### src/hw/rtl/ckmer_pkg.sv
// ckmer_pkg: shared types and constants for the canonical k-mer stream block
// used by ckmer_cell, ckmer_out and canonical_kmer_stream_top; no dependencies

package ckmer_pkg;

  // widths fixed by the stream format
  localparam int unsigned NucW     = 8;
  localparam int unsigned BaseW    = 2;
  localparam int unsigned KLenW    = 6;
  localparam int unsigned KmerW    = 64;
  localparam int unsigned MaxKmer  = 32;
  localparam int unsigned KLenRst  = 27;

  // complement of a 2-bit base code flips the upper bit
  localparam logic [BaseW-1:0] CompFlip = 2'b10;

  typedef logic [BaseW-1:0] base_t;
  typedef logic [KLenW-1:0] klen_t;

  // control broadcast to every cell of the chain
  typedef struct packed {
    logic  shift;   // a nucleotide transaction is taken this cycle
    logic  clear;   // first nucleotide of a new sequence
    klen_t k;       // effective k-mer length, 1..MAX_KMER
    base_t comp;    // complement code entering the reverse register
  } cell_ctl_t;

endpackage

### src/hw/rtl/ckmer_cell.sv
// ckmer_cell: one base position of the forward and reverse-complement k-mers
// depends on ckmer_pkg

module ckmer_cell #(
  parameter int unsigned Idx = 0
) (
  input  logic                 clk_i,
  input  logic                 rst_ni,
  input  ckmer_pkg::cell_ctl_t ctl_i,
  input  ckmer_pkg::base_t     fwd_i,   // from the next lower cell (code at cell 0)
  input  ckmer_pkg::base_t     rev_i,   // from the next higher cell
  output ckmer_pkg::base_t     fwd_o,
  output ckmer_pkg::base_t     rev_o
);

  localparam ckmer_pkg::klen_t IdxK = ckmer_pkg::KLenW'(Idx);

  ckmer_pkg::base_t fwd_q, fwd_d;
  ckmer_pkg::base_t rev_q, rev_d;
  logic             active;
  logic             is_top;
  ckmer_pkg::base_t fwd_nbr;
  ckmer_pkg::base_t rev_nbr;

  // position inside the current k-mer window
  assign active = IdxK < ctl_i.k;
  assign is_top = IdxK == (ctl_i.k - ckmer_pkg::KLenW'(1));

  // neighbor data, dropped on a sequence restart (new code still enters cell 0)
  assign fwd_nbr = (ctl_i.clear && (Idx != 0)) ? '0 : fwd_i;
  assign rev_nbr = ctl_i.clear ? '0 : rev_i;

  // shift forward up, reverse down, insert complement at the window top
  always_comb begin
    fwd_d = fwd_q;
    rev_d = rev_q;
    if (ctl_i.shift) begin
      fwd_d = active ? fwd_nbr : '0;
      rev_d = active ? (rev_nbr | (is_top ? ctl_i.comp : '0)) : '0;
    end
  end

  always_ff @(posedge clk_i or negedge rst_ni) begin
    if (!rst_ni) begin
      fwd_q <= '0;
      rev_q <= '0;
    end else begin
      fwd_q <= fwd_d;
      rev_q <= rev_d;
    end
  end

  assign fwd_o = fwd_q;
  assign rev_o = rev_q;

endmodule

### src/hw/rtl/ckmer_out.sv
// ckmer_out: canonical pick (minimum of both strands) and output register
// depends on ckmer_pkg

module ckmer_out (
  input  logic                          clk_i,
  input  logic                          rst_ni,
  input  logic                          pend_i,   // cells hold an unsent result
  input  logic [ckmer_pkg::KmerW-1:0]   fwd_i,
  input  logic [ckmer_pkg::KmerW-1:0]   rev_i,
  output logic                          free_o,   // result register can load
  output logic                          m_axis_tvalid,
  input  logic                          m_axis_tready,
  output logic [ckmer_pkg::KmerW-1:0]   m_axis_tdata
);

  logic                        valid_q, valid_d;
  logic [ckmer_pkg::KmerW-1:0] data_q, data_d;
  logic                        load;

  assign free_o = !valid_q || m_axis_tready;
  assign load   = free_o && pend_i;

  // smaller of forward and reverse-complement
  always_comb begin
    valid_d = free_o ? pend_i : valid_q;
    data_d  = data_q;
    if (load) begin
      data_d = (fwd_i < rev_i) ? fwd_i : rev_i;
    end
  end

  always_ff @(posedge clk_i or negedge rst_ni) begin
    if (!rst_ni) begin
      valid_q <= 1'b0;
    end else begin
      valid_q <= valid_d;
    end
  end

  always_ff @(posedge clk_i) begin
    data_q <= data_d;
  end

  assign m_axis_tvalid = valid_q;
  assign m_axis_tdata  = data_q;

endmodule

### src/hw/rtl/canonical_kmer_stream_top.sv
// canonical_kmer_stream_top: rolling canonical k-mer encoder, a chain of base cells
// depends on ckmer_pkg, ckmer_cell, ckmer_out
//
//   channel   dir  data                              handshake
//   s_axis    in   tdata: nucleotide[7:0]            tvalid/tready
//                  tuser: new_sequence[0]
//   m_axis    out  tdata: canonical_kmer[63:0]       tvalid/tready
//   cfg       in   cfg_data_i: kmer_length[5:0]      cfg_valid_i/cfg_ready_o
//
// One nucleotide per cycle while s_axis_tready is high. The cells shift and the pending
// flag sets on input; the compare then loads the output register, raising m_axis_tvalid.
// The 64-bit strand compare between the cell row and the output register sets the path.
// Reset clears all cells, the fill count and the output valid; kmer_length resets to 27.
// With the output held, input is taken until a result pends; then s_axis_tready drops.

module canonical_kmer_stream_top #(
  parameter int unsigned MAX_KMER = ckmer_pkg::MaxKmer
) (
  input  logic                                clk_i,
  input  logic                                rst_ni,
  input  logic                                s_axis_tvalid,
  output logic                                s_axis_tready,
  input  logic [ckmer_pkg::NucW-1:0]          s_axis_tdata,   // [7:0] nucleotide
  input  logic                                s_axis_tuser,   // [0] new_sequence
  output logic                                m_axis_tvalid,
  input  logic                                m_axis_tready,
  output logic [ckmer_pkg::KmerW-1:0]         m_axis_tdata,   // [63:0] canonical_kmer
  input  logic                                cfg_valid_i,
  output logic                                cfg_ready_o,
  input  logic [ckmer_pkg::KLenW-1:0]         cfg_data_i      // [5:0] kmer_length
);

  localparam int unsigned      BaseW = ckmer_pkg::BaseW;
  localparam ckmer_pkg::klen_t MaxK  = ckmer_pkg::KLenW'(MAX_KMER);

  ckmer_pkg::klen_t     klen_q, klen_d;
  ckmer_pkg::klen_t     k_eff;
  ckmer_pkg::klen_t     fill_q, fill_d, fill_base;
  logic                 pend_q, pend_d;
  logic                 accept;
  logic                 out_free;
  logic                 emit;
  ckmer_pkg::base_t     code;
  ckmer_pkg::cell_ctl_t ctl;

  ckmer_pkg::base_t fwd_cell [MAX_KMER];
  ckmer_pkg::base_t rev_cell [MAX_KMER];
  logic [ckmer_pkg::KmerW-1:0] fwd_vec;
  logic [ckmer_pkg::KmerW-1:0] rev_vec;

  // configuration register
  assign cfg_ready_o = 1'b1;
  assign klen_d      = cfg_valid_i ? cfg_data_i : klen_q;

  // clamp k into 1..MAX_KMER
  always_comb begin
    k_eff = klen_q;
    if (klen_q == '0) begin
      k_eff = ckmer_pkg::KLenW'(1);
    end else if (klen_q > MaxK) begin
      k_eff = MaxK;
    end
  end

  // input handshake: blocked only while a result waits behind a held output
  assign accept        = s_axis_tvalid && s_axis_tready;
  assign s_axis_tready = !pend_q || out_free;

  assign code = s_axis_tdata[BaseW:1];

  assign ctl.shift = accept;
  assign ctl.clear = s_axis_tuser;
  assign ctl.k     = k_eff;
  assign ctl.comp  = code ^ ckmer_pkg::CompFlip;

  // fill count saturates at k
  assign fill_base = s_axis_tuser ? '0 : fill_q;
  always_comb begin
    fill_d = fill_q;
    if (accept && (fill_base < k_eff)) begin
      fill_d = fill_base + ckmer_pkg::KLenW'(1);
    end else if (accept) begin
      fill_d = fill_base;
    end
  end
  assign emit = fill_d >= k_eff;

  // pending result flag between cell row and output register
  always_comb begin
    pend_d = pend_q;
    if (accept) begin
      pend_d = emit;
    end else if (out_free) begin
      pend_d = 1'b0;
    end
  end

  always_ff @(posedge clk_i or negedge rst_ni) begin
    if (!rst_ni) begin
      klen_q <= ckmer_pkg::KLenW'(ckmer_pkg::KLenRst);
      fill_q <= '0;
      pend_q <= 1'b0;
    end else begin
      klen_q <= klen_d;
      fill_q <= fill_d;
      pend_q <= pend_d;
    end
  end

  // row of base cells, forward data moves up, reverse data moves down
  for (genvar i = 0; i < MAX_KMER; i++) begin : g_cell
    ckmer_pkg::base_t fwd_in;
    ckmer_pkg::base_t rev_in;

    if (i == 0) begin : g_first
      assign fwd_in = code;
    end else begin : g_mid
      assign fwd_in = fwd_cell[i-1];
    end

    if (i == MAX_KMER - 1) begin : g_last
      assign rev_in = '0;
    end else begin : g_inner
      assign rev_in = rev_cell[i+1];
    end

    ckmer_cell #(
      .Idx (i)
    ) u_cell (
      .clk_i  (clk_i),
      .rst_ni (rst_ni),
      .ctl_i  (ctl),
      .fwd_i  (fwd_in),
      .rev_i  (rev_in),
      .fwd_o  (fwd_cell[i]),
      .rev_o  (rev_cell[i])
    );

    assign fwd_vec[BaseW*i +: BaseW] = fwd_cell[i];
    assign rev_vec[BaseW*i +: BaseW] = rev_cell[i];
  end

  // positions beyond the longest k-mer stay zero
  if (BaseW * MAX_KMER < ckmer_pkg::KmerW) begin : g_pad
    assign fwd_vec[ckmer_pkg::KmerW-1:BaseW*MAX_KMER] = '0;
    assign rev_vec[ckmer_pkg::KmerW-1:BaseW*MAX_KMER] = '0;
  end

  ckmer_out u_out (
    .clk_i         (clk_i),
    .rst_ni        (rst_ni),
    .pend_i        (pend_q),
    .fwd_i         (fwd_vec),
    .rev_i         (rev_vec),
    .free_o        (out_free),
    .m_axis_tvalid (m_axis_tvalid),
    .m_axis_tready (m_axis_tready),
    .m_axis_tdata  (m_axis_tdata)
  );

endmodule

### config.mk
export PLATFORM = sky130hd
export DESIGN_NAME = canonical_kmer_stream_top
export DESIGN_NICKNAME = d
export VERILOG_FILES = /design/src/hw/rtl/ckmer_pkg.sv /design/src/hw/rtl/ckmer_cell.sv /design/src/hw/rtl/ckmer_out.sv /design/src/hw/rtl/canonical_kmer_stream_top.sv
export SDC_FILE = /design/constraint.sdc
export NUM_CORES = 1
export LEC_CHECK = 0
export BUFFER_PORTS_ARGS = -buffer_cell sky130_fd_sc_hd__buf_2
export CAP_MARGIN = 20
export CELL_PAD_IN_SITES_DETAIL_PLACEMENT = 1
export CELL_PAD_IN_SITES_GLOBAL_PLACEMENT = 1
export CORE_ASPECT_RATIO = 0.8
export CORE_MARGIN = 1
export CORE_UTILIZATION = 46
export CTS_BUF_LIST = sky130_fd_sc_hd__clkbuf_8
export CTS_CLUSTER_SIZE = 16
export DETAILED_ROUTE_END_ITERATION = 8
export PLACE_DENSITY = 0.83
export SLEW_MARGIN = 10
export SYNTH_ARGS = -nofsm -noshare
export SYNTH_HDL_FRONTEND = slang
export SYNTH_HIERARCHICAL = 1
export SYNTH_SLANG_ARGS = --single-unit
### constraint.sdc
create_clock -name clk_i -period 4.8 [get_ports clk_i]
set_input_delay 0.24 -clock clk_i [delete_from_list [all_inputs] [get_ports clk_i]]
set_output_delay 0.24 -clock clk_i [all_outputs]
set_load 0.01 [all_outputs]
==> results.toml, run 1 <==
[synthesis]
synth-simple-area-share_pct = 13.0
synth-seq-cells = 206
synth_area_per_cell_um2 = 11.0
synth_top_family_by_area = "compound AO/OA/AOI/OAI gates"
syn_area_mm2 = 0.0126
ys.flop_type = "dfrtp_1"
ys_async_sr_fraction_pct = 68.9
synth_xor_area_share_pct = 0
synth_top_area_share_pct = 27.5
synth_area_leaders = "dfrtp_1, edfxtp_1, ha_1, mux2_4, inv_1"
synth_cells = 1147
yosys.area.top_type = "dfrtp_1"
ys_warn_count = 6
synthAdderAreaFrac_pct = 7.46
ys_types = 102
yosysSeqAreaShare_pct = 43.6
synth.area.mux_share_pct = 8.05
synth-edff-count = 64
synth_compound_area_share_pct = 20.3

[run]
maxCapViolCount = 0

[timing]
worst_slack_ns = 1.20
tightest_slew_ns = 1.07
min_period_ns = 3.60
finalHoldViolCount = 0
skew_ns = 0.0193
setup_viol = 0
rsz0062_at_grt = "false"
finalCritPeriodShare_pct = 75.0
tns_ns = 0
drv_slew = 0
maxSlewHeadroom_pct = 28.4
holdWs_ns = 0.0698
timing.fmax_mhz = 278

[clock_tree]
cts_made_buffers = 37
clk_pin_slew_ns = 0.06
cts_num_sinks = 206
cts-root-buf = "clkbuf_8"
cts_setup_buffers = 0
htreeDepth = 2
clock_path_buffers = 3
tritoncts = "yes"
insertion_delay_ns = 0.54

[setup_path]
r2r_slack_ns = 1.20
cp_max_fo = 11
critPathCaptureType = "register"
crit_required_ns = 5.20
crit_type = "reg -> reg"
r2r_start = "klen_q[5]"
start_kind = "register"
crit_start = "klen_q[5]"
cp_data_arrival_time_ns = 4.00

[finish]
antennaDiodeCount = 0
stdcell_count = 1658
layout_common_cells = "inv_1, dfrtp_1, buf_2, ha_1, edfxtp_1"
layout-drive-gt1-share_pct = 23.1
fillers = 2950
fin_util_pct = 53.8
area_growth_pct = 13.7
layout.nets = 1370
final_common_cell = "inv_1"

[floorplan]
initial_utilization_pct = 47.3
row_count = 53
ios = 87
fp.dieW_um = 187
die_y_um = 150
dieArea_mm2 = 0.0280
core_area_mm2 = 0.0266

[global_route]
grt.overflow.total = 0
grt_pass1_vias = 10656
grt_pass1_wl_mm = 56.2
antenna_found_initial = 0
grt_usage_pct = 24.9
grt_max_degree = 92

[power]
leakagePower_nw = 6.02
peakVddDrop_mv = 0.207
power_density_mw_per_mm2 = 322

[worst_hold_path]
hold_start = "cfg_valid_i"
hold_class = "in -> reg"

[drt]
first_pass_iters = 5
detail_route.iter0.violations = 566
final_antenna_net_count = 0
drc = 0
wl_per_cell_um = 20.6
finalWirelength_mm = 34.2
avgViaCountPerCell = 5.90
dr_total_vias = 9785

[place]
port_buffers = 79
dp_slack_ns = 0.884
dpl.hpwl_mm = 21.7
dp.cells = 1582
gp_congestion = 0.804

[status]
status = "finished clean"
## worst paths after layout
check                                        endpoint  depth (start not counted)
max in group asynchronous  g_cell[30].u_cell/rev_o[0]                          3
min in group asynchronous   g_cell[6].u_cell/rev_o[1]                          2
max                                            pend_q                         13
max reg2reg                                    pend_q                         13
min reg2reg                       u_out/m_axis_tvalid                          1
min                                         klen_q[3]                          2
## area by class of cell
class | count | area [µm²] | area share (%)
Multi-Input combinational cell | 722 | 6160 | 43.1
Tap cell | 357 | 447 | 3.12
Sequential cell | 206 | 5480 | 38.3
Timing Repair Buffer | 107 | 639 | 4.47
Inverter | 201 | 759 | 5.31
Clock inverter | 25 | 260 | 1.82
Clock buffer | 40 | 551 | 3.85
## sequential cells by signal, summed over array words and instances, names as in the netlist
| signal | cells |
|---|---|
| g_cell.u_cell/fwd_o | 64 |
| g_cell.u_cell/rev_o | 64 |
| u_out/m_axis_tdata | 64 |
| fill_q | 6 |
| klen_q | 6 |
| pend_q | 1 |
| u_out/m_axis_tvalid | 1 |
## cells in the mapped netlist, types with 5 or more instances
cell type and count:
a211o_1 6, a21boi_0 10, a21o_1 12, a21oi_1 37, a221oi_2 8, a31o_1 15, a31oi_1 6, a32oi_1 29
a41oi_1 6, and2_1 6, and3_1 6, and4b_1 5, and4bb_1 5, buf_12 6, clkbuf_1 5, dfrtp_1 138
edfxtp_1 64, ha_1 75, inv_1 199, mux2_2 9, mux2_4 60, nand2_1 60, nand2b_1 7, nand3_1 21
nand4_1 20, nor2_1 32, nor2b_1 45, nor3_1 5, nor4_1 6, o211ai_1 5, o21ai_0 21, o21ai_1 6
o21ai_2 5, o22ai_1 50, o2bb2ai_1 8, o32ai_1 30
## where the power goes
| group | switching, W | internal (W) | leakage [nW] |
|---|---|---|---|
| clock | 0.000765 | 0.00109 | 0.445 |
| combinational | 0.000504 | 0.000257 | 3.04 |
| sequential | 0.0000709 | 0.00191 | 2.53 |
| total | 0.00134 | 0.00326 | 6.02 |
## worst max-delay path, stage by stage, from the launching register on
cell,delay [ns]
dfrtp_2,0.40
inv_2,0.13
nand2_1,0.15
ha_1,0.34
a21o_1,0.19
a2111oi_4,0.48
nand2_2,0.24
or3_1,0.39
a22oi_1,0.32
ha_1,0.30
a21oi_1,0.15
o21ai_0,0.11
a21oi_1,0.17
o21ai_0,0.09
## through the flow
step	cell area [µm²]	power [W]
2_1_floorplan	12600	0.00250
3_3_place_gp	13400	0.00272
3_5_place_dp	13400	0.00276
4_1_cts	14300	0.00464
5_1_grt	14300	0.00479
6_report	14300	0.00460
## repair_timing
action | 4_1_cts | 5_1_grt
hold endpoints to repair | 93 | 0
resized for setup | 0 | 0
hold buffers | 11 | 0
## logic make-up (layout without fill, tap and decap cells)
group	after synthesis	count (layout)
AOI/OAI and AO/OA	316	316
adders and majority gates	75	75
buffers and inverters	220	373
DFF	206	206
muxes	70	70
other	2	3
and+or+nand+nor	258	258
## routing by layer
layer  vias up  routed length [µm]  GRT usage [%]
met3        64                1380           3.80
met4         0                 859           8.32
li1       4526                   -              -
met1      4986               15600           32.6
met5         -                   0              0
met2       209               16400           42.2
(Power assumes the default switching activity.)
==> run 2: changes to the inputs <==
Settings changed: ABC_AREA set to 1, CORE_UTILIZATION 46 to 42.
Clock period 4.8 ns to 3.2 ns, I/O delays scaled along.
==> results.toml, run 2 <==
[status]
status = "finished clean"

[floorplan]
core_area_mm2 = 0.0307
row_count = 57
dieArea_mm2 = 0.0321
ios = 87
die_y_um = 161
initial_utilization_pct = 43.0
fp.dieW_um = 200

[drt]
final_antenna_net_count = 0
avgViaCountPerCell = 5.26
detail_route.iter0.violations = 651
finalWirelength_mm = 41.7
first_pass_iters = 5
dr_total_vias = 12515
drc = 0
wl_per_cell_um = 17.5

[synthesis]
yosysSeqAreaShare_pct = 41.5
ys_async_sr_fraction_pct = 68.9
synth_top_area_share_pct = 26.2
synth_most_common_cell = "nand2_1"
ys_warn_count = 6
ys_types = 40
synth_common_cells = "nand2_1, inv_1, dfrtp_1"
yosys.area.top_type = "dfrtp_1"
synth-seq-cells = 206
ys.flop_type = "dfrtp_1"
synth-edff-count = 64
synth_cells = 1802
syn_area_mm2 = 0.0132
synth_area_leaders = "dfrtp_1, nand2_1, edfxtp_1, ha_1, inv_1"
synth_area_per_cell_um2 = 7.33

[clock_tree]
cts_setup_buffers = 0
insertion_delay_ns = 0.56
clock_path_buffers = 3
cts-root-buf = "clkbuf_8"
clk_pin_slew_ns = 0.07
cts_hold_buf = 21
cts_resized = 0
tritoncts = "yes"
cts_made_buffers = 38
cts_num_sinks = 206
htreeDepth = 2

[finish]
postLayoutCellArea_mm2 = 0.0151
final_common_cell = "nand2_1"
area_growth_pct = 14.4
fin_util_pct = 49.2
antennaDiodeCount = 0
layout.nets = 2032
layout_common_cells = "nand2_1, inv_1, dfrtp_1, nand3_1, nor2_1"
layout-drive-gt1-share_pct = 15.5

[timing]
drv_slew = 0
maxSlewHeadroom_pct = 35.8
finalHoldViolCount = 0
rsz0062_at_grt = "false"
tightest_slew_ns = 0.964
finalCritPeriodShare_pct = 90.5
min_period_ns = 2.90
setup_viol = 0
worst_slack_ns = 0.304
timing.fmax_mhz = 345
skew_ns = 0.0190

[global_route]
grt_usage_pct = 26.2
antenna_found_initial = 0
grt_pass1_vias = 13365
grt.overflow.total = 0
grt_max_degree = 75
grt_pass1_wl_mm = 67.7

[setup_path]
crit_type = "reg -> reg"
start_kind = "register"
cp_slowest_cell = "dfrtp_1"
cpPeakStageDelay_ns = 0.40
cp_data_arrival_time_ns = 3.33
cp_max_fo = 8
crit_required_ns = 3.63
cpMostUsedCell = "nand2_1"
critPathCaptureType = "register"
crit_chain = "nor2_1 -> nand3_1 -> nand2_1 -> inv_1 -> nor2_4 -> inv_1 -> ha_1 -> a21oi_1 -> o211a_4 -> nand2_4 -> nand2_1 -> nand2_1 -> ha_1 -> nand2_1 -> inv_1 -> o211ai_1 -> o2111ai_1 -> nand2_1 -> nand2_1"

[place]
gp_congestion = 0.786
dpl.hpwl_mm = 26.6
dpl_cell_area_mm2 = 0.0141
dp_slack_ns = 0.445
port_buffers = 79

[run]
maxCapViolCount = 0

[power]
peakVddDrop_mv = 0.477
power_density_mw_per_mm2 = 502
leakagePower_nw = 8.03

[worst_hold_path]
hold_class = "in -> reg"
==> run 2: changes by cell type in the layout (fill, tap and decap cells not counted), sizes merged, moves of 12 or more <==
| cell | before | now |
|---|---|---|
| nand4 | 20 | 49 |
| inv | 206 | 279 |
| a31o | 19 | 0 |
| nor2b | 45 | 0 |
| o32ai | 32 | 0 |
| a21boi | 12 | 0 |
| a21o | 12 | 0 |
| o22ai | 50 | 0 |
| o21ai | 32 | 70 |
| nor2 | 35 | 137 |
| a32oi | 29 | 0 |
| mux2 | 69 | 1 |
| nand2 | 62 | 777 |
| nand3 | 21 | 135 |
==> run 2: layer usage <==
layer / GRT usage, % / wire length, µm / part of all wire (%) / up-vias
li1: - / - / - / 5965
met2: 45.7 / 20300 / 49 / 301
met3: 4.38 / 2180 / 5.2 / 104
met1: 32.4 / 18000 / 43 / 6145
met5: 0 / 0 / 0 / -
met4: 9.79 / 1290 / 3.1 / 0
==> run 2: area by class of cell <==
type	instances	area (µm²)
fill	3921	15600
multi-input combinational	1310	6560
sequential	206	5480
tap	413	517
timing repair buffer	117	790
inverter	264	1000
clock buffer	43	592
clock inverter	25	153
==> run 2: power breakdown <==
| group | leakage [nW] | internal, W | total, W | switching, W |
|---|---|---|---|---|
| clock network | 0.437 | 0.00139 | 0.00257 | 0.00118 |
| logic | 5.03 | 0.000513 | 0.00198 | 0.00146 |
| registers | 2.57 | 0.00294 | 0.00303 | 0.0000930 |
==> run 2: per-stage QoR <==
stage	cells	hold slack, ns	TNS [ns]	total power (W)
5_1_grt	2378	0.121	0	0.00794
4_1_cts	2378	0.0553	0	0.00761
3_3_place_gp	2289	0.243	0	0.00491
2_1_floorplan	1803	-0.136	-0.516	0.00442
6_report	2378	0.0788	0	0.00757
3_5_place_dp	2289	0.261	0	0.00499
==> run 2: worst max-delay path: cells and delay by family, from the launching register on <==
| family | cells | cell delay, ns |
|---|---|---|
| simple gates | 10 | 0.92 |
| compound gates | 4 | 0.67 |
| flops | 1 | 0.40 |
| buf+inv | 3 | 0.24 |
| fa+ha+maj | 2 | 0.55 |
==> run 2: logic make-up after synthesis <==
| group | Yosys count | synth area share [%] |
|---|---|---|
| buf+inv | 287 | 9.16 |
| compound gates | 119 | 5.44 |
| simple gates | 1109 | 36.4 |
| fa+ha+maj | 75 | 7.11 |
| flops | 206 | 41.5 |
| mux | 1 | 0.0853 |
| xor+xnor | 3 | 0.199 |
| other cells | 2 | 0.0569 |
==> run 2: path summary, 6_finish.rpt <==
kind / slack, ns / to / cells after the start / from
max in group asynchronous: 2.12 / klen_q[4] / 3 / rst_ni
hold reg to reg: 0.51 / g_cell[0].u_cell/rev_o[1] / 2 / g_cell[0].u_cell/rev_o[1]
setup reg to reg: 0.30 / pend_q / 19 / klen_q[2]
hold / removal: 0.08 / fill_q[0] / 5 / s_axis_tuser
min in group asynchronous: 0.22 / klen_q[5] / 2 / rst_ni
setup / recovery: 0.30 / pend_q / 19 / klen_q[2]
